<file path="config.mk">
export PLATFORM = sky130hd
export DESIGN_NAME = tcp_segment_header_builder_flat
export DESIGN_NICKNAME = d
export VERILOG_FILES = /design/src/hdl/tshb_pkg.sv /design/src/hdl/tshb_in_if.sv /design/src/hdl/tshb_out_if.sv /design/src/hdl/tcp_segment_header_builder.sv /design/src/hdl/tshb_front.sv /design/src/hdl/tshb_fifo.sv /design/src/hdl/tshb_back.sv /design/src/flat_wrapper.sv
export SDC_FILE = /design/constraint.sdc
export NUM_CORES = 1
export LEC_CHECK = 0
export BUFFER_PORTS_ARGS = -buffer_cell sky130_fd_sc_hd__buf_2
export CORE_MARGIN = 3
export CORE_UTILIZATION = 51
export CTS_CLUSTER_DIAMETER = 50
export DETAILED_ROUTE_END_ITERATION = 10
export GPL_ROUTABILITY_DRIVEN = 0
export PLACE_DENSITY_LB_ADDON = 0.05
export SETUP_SLACK_MARGIN = 0.02
export SLEW_MARGIN = 30
export SYNTH_ARGS = -nofsm -noshare
export SYNTH_HDL_FRONTEND = slang
export SYNTH_SLANG_ARGS = --single-unit
</file>
<file path="constraint.sdc">
create_clock -name clk_i -period 10.8 [get_ports clk_i]
set_input_delay 1.08 -clock clk_i [delete_from_list [all_inputs] [get_ports clk_i]]
set_output_delay 1.08 -clock clk_i [all_outputs]
set_load 0.05 [all_outputs]
</file>
<file path="src/hdl/tshb_pkg.sv">
// Shared types, constants, checksum and flag helpers for the TCP header builder.
// No dependencies.
`default_nettype none

package tshb_pkg;

  localparam int FIFO_DEPTH = 2;
  localparam int FIFO_AW    = $clog2(FIFO_DEPTH);

  localparam int HDR_WORDS  = 10;
  localparam int IDX_W      = 4;
  localparam logic [IDX_W-1:0] IDX_LAST = IDX_W'(HDR_WORDS - 1);

  localparam logic [15:0] HDR_BYTES   = 16'd20;
  localparam logic [7:0]  DATA_OFFSET = 8'h50;
  localparam logic [15:0] PROTO_TCP   = 16'h0006;
  localparam logic [15:0] WINDOW      = 16'h0001;
  localparam logic [15:0] URGENT      = 16'h0000;

  localparam logic [2:0] SEG_SYN     = 3'd1;
  localparam logic [2:0] SEG_SYN_ACK = 3'd2;
  localparam logic [2:0] SEG_ACK     = 3'd3;
  localparam logic [2:0] SEG_FIN     = 3'd4;
  localparam logic [2:0] SEG_FIN_ACK = 3'd5;

  localparam logic [7:0] FLAGS_SYN     = 8'h02;
  localparam logic [7:0] FLAGS_SYN_ACK = 8'h12;
  localparam logic [7:0] FLAGS_ACK     = 8'h10;
  localparam logic [7:0] FLAGS_FIN     = 8'h01;
  localparam logic [7:0] FLAGS_FIN_ACK = 8'h11;
  localparam logic [7:0] FLAGS_NONE    = 8'h00;

  localparam logic [15:0] LOCAL_PORT_RST  = 16'd2007;
  localparam logic [15:0] REMOTE_PORT_RST = 16'd2006;

  localparam logic [15:0] FUNC_OPEN = 16'd0;

  typedef enum logic [1:0] {
    CFG_LOCAL_PORT     = 2'd0,
    CFG_REMOTE_PORT    = 2'd1,
    CFG_LOCAL_ADDRESS  = 2'd2,
    CFG_REMOTE_ADDRESS = 2'd3
  } cfg_idx_e;

  typedef struct packed {
    logic [15:0] local_port;
    logic [15:0] remote_port;
    logic [31:0] local_address;
    logic [31:0] remote_address;
  } cfg_t;

  typedef struct packed {
    logic [2:0]  seg_type;
    logic [31:0] seq_num;
    logic [31:0] ack_num;
    logic [10:0] payload_len;
    logic [15:0] psum;
  } job_t;

  function automatic logic [15:0] ones_add3(input logic [15:0] a, input logic [15:0] b,
                                            input logic [15:0] c);
    logic [17:0] s;
    logic [16:0] t;
    s = {2'b00, a} + {2'b00, b} + {2'b00, c};
    t = {1'b0, s[15:0]} + {15'd0, s[17:16]};
    return t[15:0] + {15'd0, t[16]};
  endfunction

  function automatic logic [7:0] flag_byte(input logic [2:0] t);
    logic [7:0] f;
    case (t)
      SEG_SYN:     f = FLAGS_SYN;
      SEG_SYN_ACK: f = FLAGS_SYN_ACK;
      SEG_ACK:     f = FLAGS_ACK;
      SEG_FIN:     f = FLAGS_FIN;
      SEG_FIN_ACK: f = FLAGS_FIN_ACK;
      default:     f = FLAGS_NONE;
    endcase
    return f;
  endfunction

endpackage

`default_nettype wire

</file>
<file path="src/hdl/tshb_in_if.sv">
// Input channel of the TCP header builder: segment opens and payload words.
// No dependencies.
`default_nettype none

interface tshb_in_if;
  logic        valid;
  logic        ready;
  logic        func;
  logic [2:0]  seg_type;
  logic [31:0] seq_num;
  logic [31:0] ack_num;
  logic [10:0] payload_len;
  logic [15:0] payload_word;
  logic        word_last;

  modport source (output valid, func, seg_type, seq_num, ack_num, payload_len,
                  payload_word, word_last, input ready);
  modport sink   (input valid, func, seg_type, seq_num, ack_num, payload_len,
                  payload_word, word_last, output ready);
endinterface

`default_nettype wire

</file>
<file path="src/hdl/tshb_out_if.sv">
// Output channel of the TCP header builder: one header word per beat.
// No dependencies.
`default_nettype none

interface tshb_out_if;
  logic        valid;
  logic        ready;
  logic [15:0] header_word;
  logic [3:0]  word_index;
  logic        header_last;

  modport source (output valid, header_word, word_index, header_last, input ready);
  modport sink   (input valid, header_word, word_index, header_last, output ready);
endinterface

`default_nettype wire

</file>
<file path="src/hdl/tcp_segment_header_builder.sv">
// TCP segment header builder: accepts one input beat per cycle (segment opens and
// payload words summed on the fly) while the two-entry job queue has room, and
// emits ten header beats per segment, one per cycle while a job is queued and the
// output is ready, with the Internet checksum over header, IPv4 pseudo-header and
// payload in word 8. Output throughput is set by the back end's single output
// register. Config registers are read while the header is emitted. Uses tshb_pkg
// and both channel interfaces; instantiates tshb_front, tshb_fifo and tshb_back.
`default_nettype none

module tcp_segment_header_builder (
  input  wire logic        clk_i,
  input  wire logic        rst_ni,
  input  wire logic        cfg_we_i,
  input  wire logic [1:0]  cfg_idx_i,
  input  wire logic [31:0] cfg_wdata_i,
  tshb_in_if.sink          in_i,
  tshb_out_if.source       out_o
);

  tshb_pkg::cfg_t cfg_q, cfg_d;
  tshb_pkg::job_t push_job;
  tshb_pkg::job_t head_job;
  logic           push;
  logic           full;
  logic           head_valid;
  logic           pop;

  always_comb begin
    cfg_d = cfg_q;
    if (cfg_we_i) begin
      case (cfg_idx_i)
        tshb_pkg::CFG_LOCAL_PORT:     cfg_d.local_port     = cfg_wdata_i[15:0];
        tshb_pkg::CFG_REMOTE_PORT:    cfg_d.remote_port    = cfg_wdata_i[15:0];
        tshb_pkg::CFG_LOCAL_ADDRESS:  cfg_d.local_address  = cfg_wdata_i;
        tshb_pkg::CFG_REMOTE_ADDRESS: cfg_d.remote_address = cfg_wdata_i;
        default:                      cfg_d = cfg_q;
      endcase
    end
  end

  always_ff @(posedge clk_i or negedge rst_ni) begin
    if (!rst_ni) begin
      cfg_q <= '{local_port: tshb_pkg::LOCAL_PORT_RST, remote_port: tshb_pkg::REMOTE_PORT_RST,
                 local_address: 32'd0, remote_address: 32'd0};
    end else begin
      cfg_q <= cfg_d;
    end
  end

  tshb_front u_front (
    .clk_i  (clk_i),
    .rst_ni (rst_ni),
    .in_i   (in_i),
    .full_i (full),
    .job_o  (push_job),
    .push_o (push)
  );

  tshb_fifo u_fifo (
    .clk_i   (clk_i),
    .rst_ni  (rst_ni),
    .push_i  (push),
    .job_i   (push_job),
    .full_o  (full),
    .valid_o (head_valid),
    .pop_i   (pop),
    .job_o   (head_job)
  );

  tshb_back u_back (
    .clk_i   (clk_i),
    .rst_ni  (rst_ni),
    .valid_i (head_valid),
    .job_i   (head_job),
    .cfg_i   (cfg_q),
    .pop_o   (pop),
    .out_o   (out_o)
  );

endmodule

`default_nettype wire

</file>
<file path="src/hdl/tshb_front.sv">
// Front end: accepts input beats, tracks the open segment, sums payload words.
// Uses tshb_pkg and tshb_in_if; pushes finished jobs toward tshb_fifo.
`default_nettype none

module tshb_front (
  input  wire logic          clk_i,
  input  wire logic          rst_ni,
  tshb_in_if.sink            in_i,
  input  wire logic          full_i,
  output tshb_pkg::job_t     job_o,
  output logic               push_o
);

  logic        open_q, open_d;
  logic [2:0]  type_q, type_d;
  logic [31:0] seq_q, seq_d;
  logic [31:0] ack_q, ack_d;
  logic [10:0] len_q, len_d;
  logic [15:0] sum_q, sum_d;
  logic        fire;
  logic        is_open_beat;
  logic [15:0] sum_next;

  assign in_i.ready   = !full_i;
  assign fire         = in_i.valid && in_i.ready;
  assign is_open_beat = in_i.func == tshb_pkg::FUNC_OPEN[0];
  assign sum_next     = tshb_pkg::ones_add3(sum_q, in_i.payload_word, 16'd0);

  always_comb begin
    open_d = open_q;
    type_d = type_q;
    seq_d  = seq_q;
    ack_d  = ack_q;
    len_d  = len_q;
    sum_d  = sum_q;
    push_o = 1'b0;
    job_o  = '{seg_type: type_q, seq_num: seq_q, ack_num: ack_q,
               payload_len: len_q, psum: sum_next};
    if (fire) begin
      if (is_open_beat) begin
        type_d = in_i.seg_type;
        seq_d  = in_i.seq_num;
        ack_d  = in_i.ack_num;
        len_d  = in_i.payload_len;
        sum_d  = 16'd0;
        job_o  = '{seg_type: in_i.seg_type, seq_num: in_i.seq_num,
                   ack_num: in_i.ack_num, payload_len: in_i.payload_len, psum: 16'd0};
        if (in_i.payload_len == 11'd0) begin
          open_d = 1'b0;
          push_o = 1'b1;
        end else begin
          open_d = 1'b1;
        end
      end else if (open_q) begin
        if (in_i.word_last) begin
          open_d = 1'b0;
          sum_d  = 16'd0;
          push_o = 1'b1;
        end else begin
          sum_d = sum_next;
        end
      end
    end
  end

  always_ff @(posedge clk_i or negedge rst_ni) begin
    if (!rst_ni) begin
      open_q <= 1'b0;
    end else begin
      open_q <= open_d;
    end
  end

  always_ff @(posedge clk_i) begin
    type_q <= type_d;
    seq_q  <= seq_d;
    ack_q  <= ack_d;
    len_q  <= len_d;
    sum_q  <= sum_d;
  end

endmodule

`default_nettype wire

</file>
<file path="src/hdl/tshb_fifo.sv">
// Short job queue between front and back ends of the TCP header builder.
// Uses tshb_pkg for the job type and depth.
`default_nettype none

module tshb_fifo (
  input  wire logic           clk_i,
  input  wire logic           rst_ni,
  input  wire logic           push_i,
  input  tshb_pkg::job_t      job_i,
  output logic                full_o,
  output logic                valid_o,
  input  wire logic           pop_i,
  output tshb_pkg::job_t      job_o
);

  localparam int AW = tshb_pkg::FIFO_AW;

  tshb_pkg::job_t          mem_q [tshb_pkg::FIFO_DEPTH];
  logic [AW-1:0]           wr_ptr_q, wr_ptr_d;
  logic [AW-1:0]           rd_ptr_q, rd_ptr_d;
  logic [AW:0]             cnt_q, cnt_d;
  logic                    do_push;
  logic                    do_pop;

  function automatic logic [AW-1:0] ptr_inc(input logic [AW-1:0] p);
    return (p == AW'(tshb_pkg::FIFO_DEPTH - 1)) ? '0 : p + AW'(1);
  endfunction

  assign full_o  = cnt_q == (AW + 1)'(tshb_pkg::FIFO_DEPTH);
  assign valid_o = cnt_q != '0;
  assign job_o   = mem_q[rd_ptr_q];
  assign do_push = push_i && !full_o;
  assign do_pop  = pop_i && valid_o;

  always_comb begin
    wr_ptr_d = do_push ? ptr_inc(wr_ptr_q) : wr_ptr_q;
    rd_ptr_d = do_pop ? ptr_inc(rd_ptr_q) : rd_ptr_q;
    cnt_d    = cnt_q;
    if (do_push && !do_pop) begin
      cnt_d = cnt_q + (AW + 1)'(1);
    end else if (do_pop && !do_push) begin
      cnt_d = cnt_q - (AW + 1)'(1);
    end
  end

  always_ff @(posedge clk_i or negedge rst_ni) begin
    if (!rst_ni) begin
      wr_ptr_q <= '0;
      rd_ptr_q <= '0;
      cnt_q    <= '0;
    end else begin
      wr_ptr_q <= wr_ptr_d;
      rd_ptr_q <= rd_ptr_d;
      cnt_q    <= cnt_d;
    end
  end

  always_ff @(posedge clk_i) begin
    if (do_push) begin
      mem_q[wr_ptr_q] <= job_i;
    end
  end

endmodule

`default_nettype wire

</file>
<file path="src/hdl/tshb_back.sv">
// Back end: walks the ten header words of the head job and folds the checksum.
// Uses tshb_pkg and tshb_out_if; reads jobs from tshb_fifo.
`default_nettype none

module tshb_back (
  input  wire logic          clk_i,
  input  wire logic          rst_ni,
  input  wire logic          valid_i,
  input  tshb_pkg::job_t     job_i,
  input  tshb_pkg::cfg_t     cfg_i,
  output logic               pop_o,
  tshb_out_if.source         out_o
);

  localparam int IW = tshb_pkg::IDX_W;

  logic [IW-1:0] idx_q, idx_d;
  logic [15:0]   acc_q, acc_d;
  logic          ovalid_q, ovalid_d;
  logic [15:0]   oword_q;
  logic [IW-1:0] oidx_q;
  logic          olast_q;
  logic          load;
  logic [15:0]   word;
  logic [15:0]   term;
  logic [15:0]   acc_in;
  logic [15:0]   len_total;

  assign load      = valid_i && (!ovalid_q || out_o.ready);
  assign pop_o     = load && (idx_q == tshb_pkg::IDX_LAST);
  assign acc_in    = (idx_q == '0) ? job_i.psum : acc_q;
  assign len_total = {5'd0, job_i.payload_len} + tshb_pkg::HDR_BYTES;

  always_comb begin
    word = 16'd0;
    term = 16'd0;
    case (idx_q)
      IW'(0): begin
        word = cfg_i.local_port;
        term = cfg_i.local_address[31:16];
      end
      IW'(1): begin
        word = cfg_i.remote_port;
        term = cfg_i.local_address[15:0];
      end
      IW'(2): begin
        word = job_i.seq_num[31:16];
        term = cfg_i.remote_address[31:16];
      end
      IW'(3): begin
        word = job_i.seq_num[15:0];
        term = cfg_i.remote_address[15:0];
      end
      IW'(4): begin
        word = job_i.ack_num[31:16];
        term = tshb_pkg::PROTO_TCP;
      end
      IW'(5): begin
        word = job_i.ack_num[15:0];
        term = len_total;
      end
      IW'(6): begin
        word = {tshb_pkg::DATA_OFFSET, tshb_pkg::flag_byte(job_i.seg_type)};
      end
      IW'(7): begin
        word = tshb_pkg::WINDOW;
      end
      IW'(8): begin
        word = ~acc_q;
      end
      IW'(9): begin
        word = tshb_pkg::URGENT;
      end
      default: begin
        word = 16'd0;
      end
    endcase
  end

  always_comb begin
    idx_d    = idx_q;
    acc_d    = acc_q;
    ovalid_d = ovalid_q;
    if (ovalid_q && out_o.ready) begin
      ovalid_d = 1'b0;
    end
    if (load) begin
      ovalid_d = 1'b1;
      acc_d    = (idx_q == tshb_pkg::IDX_LAST - IW'(1) || idx_q == tshb_pkg::IDX_LAST)
                 ? acc_q : tshb_pkg::ones_add3(acc_in, word, term);
      idx_d    = (idx_q == tshb_pkg::IDX_LAST) ? '0 : idx_q + IW'(1);
    end
  end

  always_ff @(posedge clk_i or negedge rst_ni) begin
    if (!rst_ni) begin
      idx_q    <= '0;
      ovalid_q <= 1'b0;
    end else begin
      idx_q    <= idx_d;
      ovalid_q <= ovalid_d;
    end
  end

  always_ff @(posedge clk_i) begin
    acc_q <= acc_d;
    if (load) begin
      oword_q <= word;
      oidx_q  <= idx_q;
      olast_q <= idx_q == tshb_pkg::IDX_LAST;
    end
  end

  assign out_o.valid       = ovalid_q;
  assign out_o.header_word = oword_q;
  assign out_o.word_index  = oidx_q;
  assign out_o.header_last = olast_q;

endmodule

`default_nettype wire

</file>
<file path="src/flat_wrapper.sv">
// flat-port wrapper written by rule: the top's interface ports become plain ports
module tcp_segment_header_builder_flat 
  (clk_i, rst_ni, cfg_we_i, cfg_idx_i, cfg_wdata_i, in_i_valid, in_i_func, in_i_seg_type, in_i_seq_num, in_i_ack_num, in_i_payload_len, in_i_payload_word, in_i_word_last, in_i_ready, out_o_valid, out_o_header_word, out_o_word_index, out_o_header_last, out_o_ready);
  tshb_in_if in_i_i ();
  tshb_out_if out_o_i ();
  input  wire logic clk_i;
  input  wire logic rst_ni;
  input  wire logic cfg_we_i;
  input  wire logic [1:0] cfg_idx_i;
  input  wire logic [31:0] cfg_wdata_i;
  input wire logic [$bits(in_i_i.valid)-1:0] in_i_valid;
  input wire logic [$bits(in_i_i.func)-1:0] in_i_func;
  input wire logic [$bits(in_i_i.seg_type)-1:0] in_i_seg_type;
  input wire logic [$bits(in_i_i.seq_num)-1:0] in_i_seq_num;
  input wire logic [$bits(in_i_i.ack_num)-1:0] in_i_ack_num;
  input wire logic [$bits(in_i_i.payload_len)-1:0] in_i_payload_len;
  input wire logic [$bits(in_i_i.payload_word)-1:0] in_i_payload_word;
  input wire logic [$bits(in_i_i.word_last)-1:0] in_i_word_last;
  output wire logic [$bits(in_i_i.ready)-1:0] in_i_ready;
  output wire logic [$bits(out_o_i.valid)-1:0] out_o_valid;
  output wire logic [$bits(out_o_i.header_word)-1:0] out_o_header_word;
  output wire logic [$bits(out_o_i.word_index)-1:0] out_o_word_index;
  output wire logic [$bits(out_o_i.header_last)-1:0] out_o_header_last;
  input wire logic [$bits(out_o_i.ready)-1:0] out_o_ready;
  assign in_i_i.valid = in_i_valid;
  assign in_i_i.func = in_i_func;
  assign in_i_i.seg_type = in_i_seg_type;
  assign in_i_i.seq_num = in_i_seq_num;
  assign in_i_i.ack_num = in_i_ack_num;
  assign in_i_i.payload_len = in_i_payload_len;
  assign in_i_i.payload_word = in_i_payload_word;
  assign in_i_i.word_last = in_i_word_last;
  assign in_i_ready = in_i_i.ready;
  assign out_o_valid = out_o_i.valid;
  assign out_o_header_word = out_o_i.header_word;
  assign out_o_word_index = out_o_i.word_index;
  assign out_o_header_last = out_o_i.header_last;
  assign out_o_i.ready = out_o_ready;
  tcp_segment_header_builder u_core (.clk_i(clk_i), .rst_ni(rst_ni), .cfg_we_i(cfg_we_i), .cfg_idx_i(cfg_idx_i), .cfg_wdata_i(cfg_wdata_i), .in_i(in_i_i), .out_o(out_o_i));
endmodule
</file>
======== Word level (Yosys, flattened, before mapping) ========
Memory sizes are Yosys's and may differ from the RTL's.
Index checks and enable logic that the tools add are counted.
cells by class
  add/subtract/negate cells ............... 13
  equal/unequal tests ..................... 19
  multiplexer cells ....................... 26
  bitwise gates (word level) .............. 3
  reduce and logical (&&, ||, !) cells .... 27
operators with widths
  cell                                                  number
  2-to-1 mux 94 bit                                     2
  one-hot mux 16 bit (9 select lines)                   1
  one-hot mux 16 bit (6 select lines)                   1
  2-to-1 mux 16 bit                                     3
  adder 16 x 16 -> 17 bit                               2
  adder 16 x 1 -> 16 bit                                2
  one-hot mux 5 bit (5 select lines)                    1
  adder 17 x 16 -> 18 bit                               1
  adder 16 x 1 -> 17 bit                                1
  adder 16 x 2 -> 17 bit                                1
  equality test 4 x 3 -> 1 bit (second input constant)  4
  NOT 16 bit                                            1
  2-to-1 mux 1 bit                                      15
  AND reduction 2 bit                                   7
  adder 11 x 5 -> 12 bit (second input constant)        1
  zero test 11 bit                                      1
  equality test 4 x 2 -> 1 bit (second input constant)  2
  equality test 4 bit (second input constant)           2
  logical AND 1 bit                                     8
  equality test 2 bit (second input constant)           3
  equality test 3 x 2 -> 1 bit (second input constant)  2
  equality test 3 bit (second input constant)           2
  nonzero test 2 bit                                    3
  adder 4 x 1 -> 4 bit (second input constant)          1
  other kinds (14)                                      21
storage, ports and cells
  bits in registers ....................... 237
  bits in writable memories ............... 188
  logic and storage cells ................. 108
  memories ................................ 1
memories
  name                 depth  width  read ports  clocked after memory_dff  wr ports  RTL line         RTL
  u_core.u_fifo.mem_q  2      94     1           0                         1         tshb_fifo.sv:18  tshb_pkg::job_t mem_q [tshb_pkg::FIFO_DEPTH];

======== Logic depth before layout (Yosys ltp) ========
  depth after elaboration ................. 9
  mapped depth ............................ 36
  gate-level depth less buffers ........... 34

======== Cells and area by module ========
From an unflattened synthesis, not the netlist that was laid out.
unflattened totals
  cell total of the unflattened synthesis .. 1569
  area, all modules ....................... 21438.1 um^2
by module, submodules not included
  module                      instances  cells each  area an instance (um^2)  seq. area each (um^2)
  tshb_fifo                   1          312         7191.9                   5745.5
  tshb_front                  1          474         5771.8                   2847.7
  tshb_back                   1          579         4867.2                   1236.2
  tcp_segment_header_builder  1          204         3607.2                   2423.6

======== Worst setup path before layout ========
Ideal clock, no wire load.
  path type ............................... reg-to-reg
  start ................................... reg u_core.u_fifo.rd_ptr_q
  end ..................................... reg u_core.u_back.acc_q[15] (data pin)
  setup time .............................. 0.180 ns
  arrival ................................. 7.561 ns
  required time ........................... 10.620 ns
  path slack .............................. 3.059 ns
  stages on the path, launching flop included .. 32
  period minus slack after synthesis ...... 7.741 ns
  cells stage by stage .................... dfrtp_1 > clkbuf_1 > clkbuf_1 > buf_1 > clkbuf_1 > mux2i_1 > a21oi_1 > fa_1 > ha_1 > a211o_1 > a21o_1 > a221o_1 > a21oi_1 > o21ai_0 > a21oi_1 > nor2_1 > nor2_1 > xor2_1 > ha_1 > fa_1 > and3_1 > nand3_1 > nor4_2 > inv_1 > nor4_1 > ha_1 > nand3_1 > nor2_1 > nand3_1 > or4_1 > or4_1 > o311ai_1
on the way
  longest elaborated chain between the ends .. 8
  elaborated cells between the ends (all ways) .. 15
  classes of those cells .................. add/sub: 5; eq/ne: 5; mux: 4; memory: 1
ends and longest elaborated chain
  what                                               RTL line          RTL
  start: declaration                                 tshb_fifo.sv:20   logic [AW-1:0] rd_ptr_q, rd_ptr_d;
  start signal: assignment                           tshb_fifo.sv:53   rd_ptr_q <= rd_ptr_d;
  memory read (2 x 94 bit) *                         n/a
  equality test 3 bit, or another cell as far along  tshb_pkg.sv:71    case (t)
  one-hot mux 5 bit (5 select lines)                 tshb_pkg.sv:71
  one-hot mux 16 bit (9 select lines)                tshb_back.sv:37   case (idx_q)
  adder 16 x 16 -> 17 bit                            tshb_pkg.sv:64    s = {2'b00, a} + {2'b00, b} + {2'b00, c};
  adder 17 x 16 -> 18 bit *                          tshb_pkg.sv:64
  adder 16 x 2 -> 17 bit *                           tshb_pkg.sv:65    t = {1'b0, s[15:0]} + {15'd0, s[17:16]};
  adder 16 x 1 -> 16 bit *                           tshb_pkg.sv:66    return t[15:0] + {15'd0, t[16]};
  end signal: assignment                             tshb_back.sv:106  acc_q <= acc_d;
  end: declaration                                   tshb_back.sv:18   logic [15:0] acc_q, acc_d;
Every way passes the cells marked *; elsewhere a longest branch is shown, timed or not.
A chain may end at the register's enable or synchronous reset.

======== Worst setup path in the final report ========
  start ................................... reg u_core.u_back.idx_q[1]
  end ..................................... reg u_core.u_back.acc_q[15] (data pin)
on the way
  longest elaborated chain between the ends .. 6
  elaborated cells between the ends (all ways) .. 16
  classes of those cells .................. add/sub: 4; eq/ne: 8; mux: 3; reduce/logical: 1
ends and longest elaborated chain
  what                                               RTL line          RTL
  start: declaration                                 tshb_back.sv:17   logic [IW-1:0] idx_q, idx_d;
  start signal: assignment                           tshb_back.sv:100  idx_q <= idx_d;
  equality test 4 bit, or another cell as far along  tshb_back.sv:37
  one-hot mux 16 bit (9 select lines) *              tshb_back.sv:37
  via u_core.u_back.word[4]                          tshb_back.sv:24   logic [15:0] word;
  adder 16 x 16 -> 17 bit *                          tshb_pkg.sv:64
  adder 17 x 16 -> 18 bit *                          tshb_pkg.sv:64
  adder 16 x 2 -> 17 bit *                           tshb_pkg.sv:65
  adder 16 x 1 -> 16 bit *                           tshb_pkg.sv:66
The timed path passes the listed nets; every way through them passes the cells marked *.

==> qor.yml <==
status:
  outcome: "complete, no violations"
final_layout:
  syn2layout_area_growth_pct: 15.2
  n_fill_cell: 3277
  nets: 2001
  drive_gt1_share_pct: 22.8
synth:
  avgSynthCellArea_um2: 12.5
  yosysTopAreaCellShare_pct: 46.4
  yosys-top-cells-area: "edfxtp_1 46%, dfrtp_1 11%, mux2_2 6.0%, nand2_1 5.3%, mux2i_1 3.6%"
  synth_top_area_cell: "edfxtp_1"
  synth_edf_count: 319
  async_flop_share_pct: 24.9
  ys.flop_type: "edfxtp_1"
  ys_top_cells_by_count: "319 x edfxtp_1, 294 x nand2_1, 110 x mux2_2"
  synth_nets: 1847
  syn_inst: 1652
  ys_seq_elements: 425
  ys_types: 80
  ys_seq_area_share_pct: 59.4
  synthesis.area_mm2: 0.0206
  synth.most_common_cell: "edfxtp_1"
  yosysWarnings: 0
clocking:
  root_buffer: "clkbuf_16"
  cts_tree: "built"
  cts_hold_buffers: 0
  clk_path_buf_depth: 3
  clk_pin_slew_ns: 0.06
  htree_levels: 2
  post_cts_resize_count: 0
  cts_setup_buffers: 0
  clock-sinks: 425
  clk_latency_ns: 0.59
  cts_buffers: 49
worst_setup_path:
  crit_required_ns: 11.22
  cp-end-kind: "flop"
  start_kind: "flop"
  r2r_slack_ns: 2.18
  cp_num_buf_inv: 3
  slowest_delay_ns: 0.69
  rr_endpoint: "u_core.u_back.acc_q[15]$_DFFE_PP_"
  cp_max_fo: 19
  cp_slowest_cell: "dfrtp_1"
  r2r_cells: 32
  startpoint: "u_core.u_back.idx_q[1]$_DFFE_PN0P_"
  crit_arrival_ns: 9.03
  cpLargestDelayFamily: "simple AND/OR/NAND/NOR gates"
  path_class: "flop to flop"
  cp.depth: 32
  reg2reg_from: "u_core.u_back.idx_q[1]$_DFFE_PN0P_"
  endpoint: "u_core.u_back.acc_q[15]$_DFFE_PP_"
worst_hold_path:
  hp-class: "input pin to asynchronous set/reset pin"
sta:
  hold_ws_ns: 0.421
  slew_violations: 0
  max-slew-margin-rel_pct: 34.0
  worst_slew_pin_slew_ns: 0.990
  setup_viol: 0
  period_share_pct: 79.8
  fin_tns_setup_ns: 0
  skew_ns: 0.0299
  rsz0062_at_grt: "false"
  finalHoldViolCount: 0
  post-route-min-period_ns: 8.62
  max_freq_mhz: 116
grt:
  antenna_found_initial: 1
  track_usage_pct: 25.1
  grt_max_degree: 99
  grt_pass1_vias: 13400
  grt_pass1_wl_um: 82600
  grt_overflow: 0
power_and_ir_drop:
  peakVddDrop_mv: 0.284
  power_density_mw_per_mm2: 379
  p_int_w: 0.00513
  seqPwrFrac_pct: 27.5
  p_switching_w: 0.00388
  clockPowerShare_pct: 20.0
  power.leakage_nw: 9.35
  combPwrFrac_pct: 52.6
  swShare_pct: 43.1
drt:
  totalWireLength_um: 54700
  vias: 13700
  via_per_inst: 5.78
  wl_per_cell_um: 23.1
  dr.pass1.iters: 6
  drt_iter0_drc: 1071
  route.detailed.drc: 0
  ant_nets: 0
floorplanning:
  std_cell_rows: 73
  die_y_um: 207
  die_w_um: 207
  start_util_pct: 51.8
  die-area_mm2: 0.0429
  coreArea_mm2: 0.0398
  ioPinCount: 158
placed_design:
  dp_hpwl_um: 39900
  port_buffers: 157
run:
  maxCapViolations: 0
[metrics by stage]
stage | util (%) | power (W) | std cells | cell area, um^2 | setup WS [ns]
final | 59.7 | 0.00901 | 2372 | 23800 | 2.18
after global routing | 59.7 | 0.00958 | 2371 | 23800 | 1.60
after CTS | 59.7 | 0.00900 | 2371 | 23800 | 2.30
after detailed placement | 55.2 | 0.00716 | 2280 | 22000 | 2.33
after global placement | 55.1 | 0.00712 | 2278 | 22000 | 2.57
after floorplan | - | 0.00595 | 1652 | 20600 | 3.06
[power by group through the flow]
stage	Combinational, W	Sequential (W)	Clock [W]
3_5_place_dp	0.00466	0.00251	0
6_report	0.00473	0.00248	0.00180
5_1_grt	0.00517	0.00250	0.00190
3_3_place_gp	0.00462	0.00250	0
2_1_floorplan	0.00341	0.00254	0
4_1_cts	0.00469	0.00248	0.00183
[routing by layer]
layer / GRT usage (%) / vias to the layer above / share of wire [%]
li1: - / 6433 / -
met1: 36.7 / 6773 / 46
met2: 37.7 / 422 / 44
met3: 5.66 / 85 / 6.4
met4: 7.96 / 2 / 3.2
met5: 0 / - / 0.024
[layout by cell type (no fill, tap or decap), types with 18 or more instances in the layout]
cell       count
dfrtp_1       88
nand2_1      294
nor3_1        21
ha_1          41
mux2_2       110
o21ai_0       40
nand3_1       27
a22oi_1       25
buf_2        156
a21oi_1       47
a221oi_1      25
xnor2_1       44
edfxtp_1     319
nor2_1        79
inv_1         29
clkbuf_16     50
xor2_1        29
o22ai_1       18
mux2i_1       74
fa_1          19
[kinds of logic (layout without fill, tap and decap cells)]
| group | count (synthesis) | after routing | share of synthesized area (%) |
|---|---|---|---|
| AO/OA/AOI/OAI | 268 | 268 | 9.52 |
| XOR/XNOR | 76 | 76 | 3.34 |
| adder cells (fa/ha/maj) | 60 | 60 | 4.33 |
| buffers and inverters | 105 | 299 | 2.01 |
| flip-flops | 425 | 425 | 59.4 |
| multiplexers | 184 | 184 | 9.59 |
| other | 0 | 1 | 0 |
| AND/OR/NAND/NOR | 534 | 534 | 11.8 |
[how the worst min path moves through the flow]
stage	slack [ns]	from	endpoint	depth (start not counted)
finish	0.42	rst_ni	u_core.cfg_q[62]$_DFFE_PN0P_	1
global route	0.43	rst_ni	u_core.cfg_q[62]$_DFFE_PN0P_	1
CTS	0.41	rst_ni	u_core.cfg_q[62]$_DFFE_PN0P_	1
detailed placement	0.49	u_core.cfg_q[64]$_DFFE_PN0P_	u_core.cfg_q[64]$_DFFE_PN0P_	1
global placement	0.48	u_core.u_fifo.cnt_q[1]$_DFFE_PN0P_	u_core.u_fifo.cnt_q[1]$_DFFE_PN0P_	1
floorplan	0.42	u_core.u_back.idx_q[1]$_DFFE_PN0P_	u_core.u_back.out_o.word_index[1]$_DFFE_PP_	0
[cell type report]
type                       instances  area [um^2]  area share [%]
inverter                          30          118           0.495
tap                              525          657            2.76
antenna                            1         2.50          0.0105
clock inverter                    37          505            2.13
sequential                       425        12300            51.6
timing repair buffer             178          965            4.06
clock buffer                      54         1270            5.33
multi-input combinational       1122         8000            33.7
[flip-flops by register name (all words and copies together) (netlist names), 2 cells and up]
register,count
u_core.u_front.type_q,3
u_core.u_front.len_q,11
u_core.u_back.acc_q,16
u_core.u_fifo.cnt_q,2
u_core.u_front.sum_q,16
u_core.cfg_q,96
u_core.u_front.seq_q,32
u_core.u_front.ack_q,32
u_core.u_back.out_o.word_index,4
u_core.u_back.out_o.header_word,16
u_core.u_fifo.mem_q,188
u_core.u_back.idx_q,4
Power figures use the tool's default switching activity.
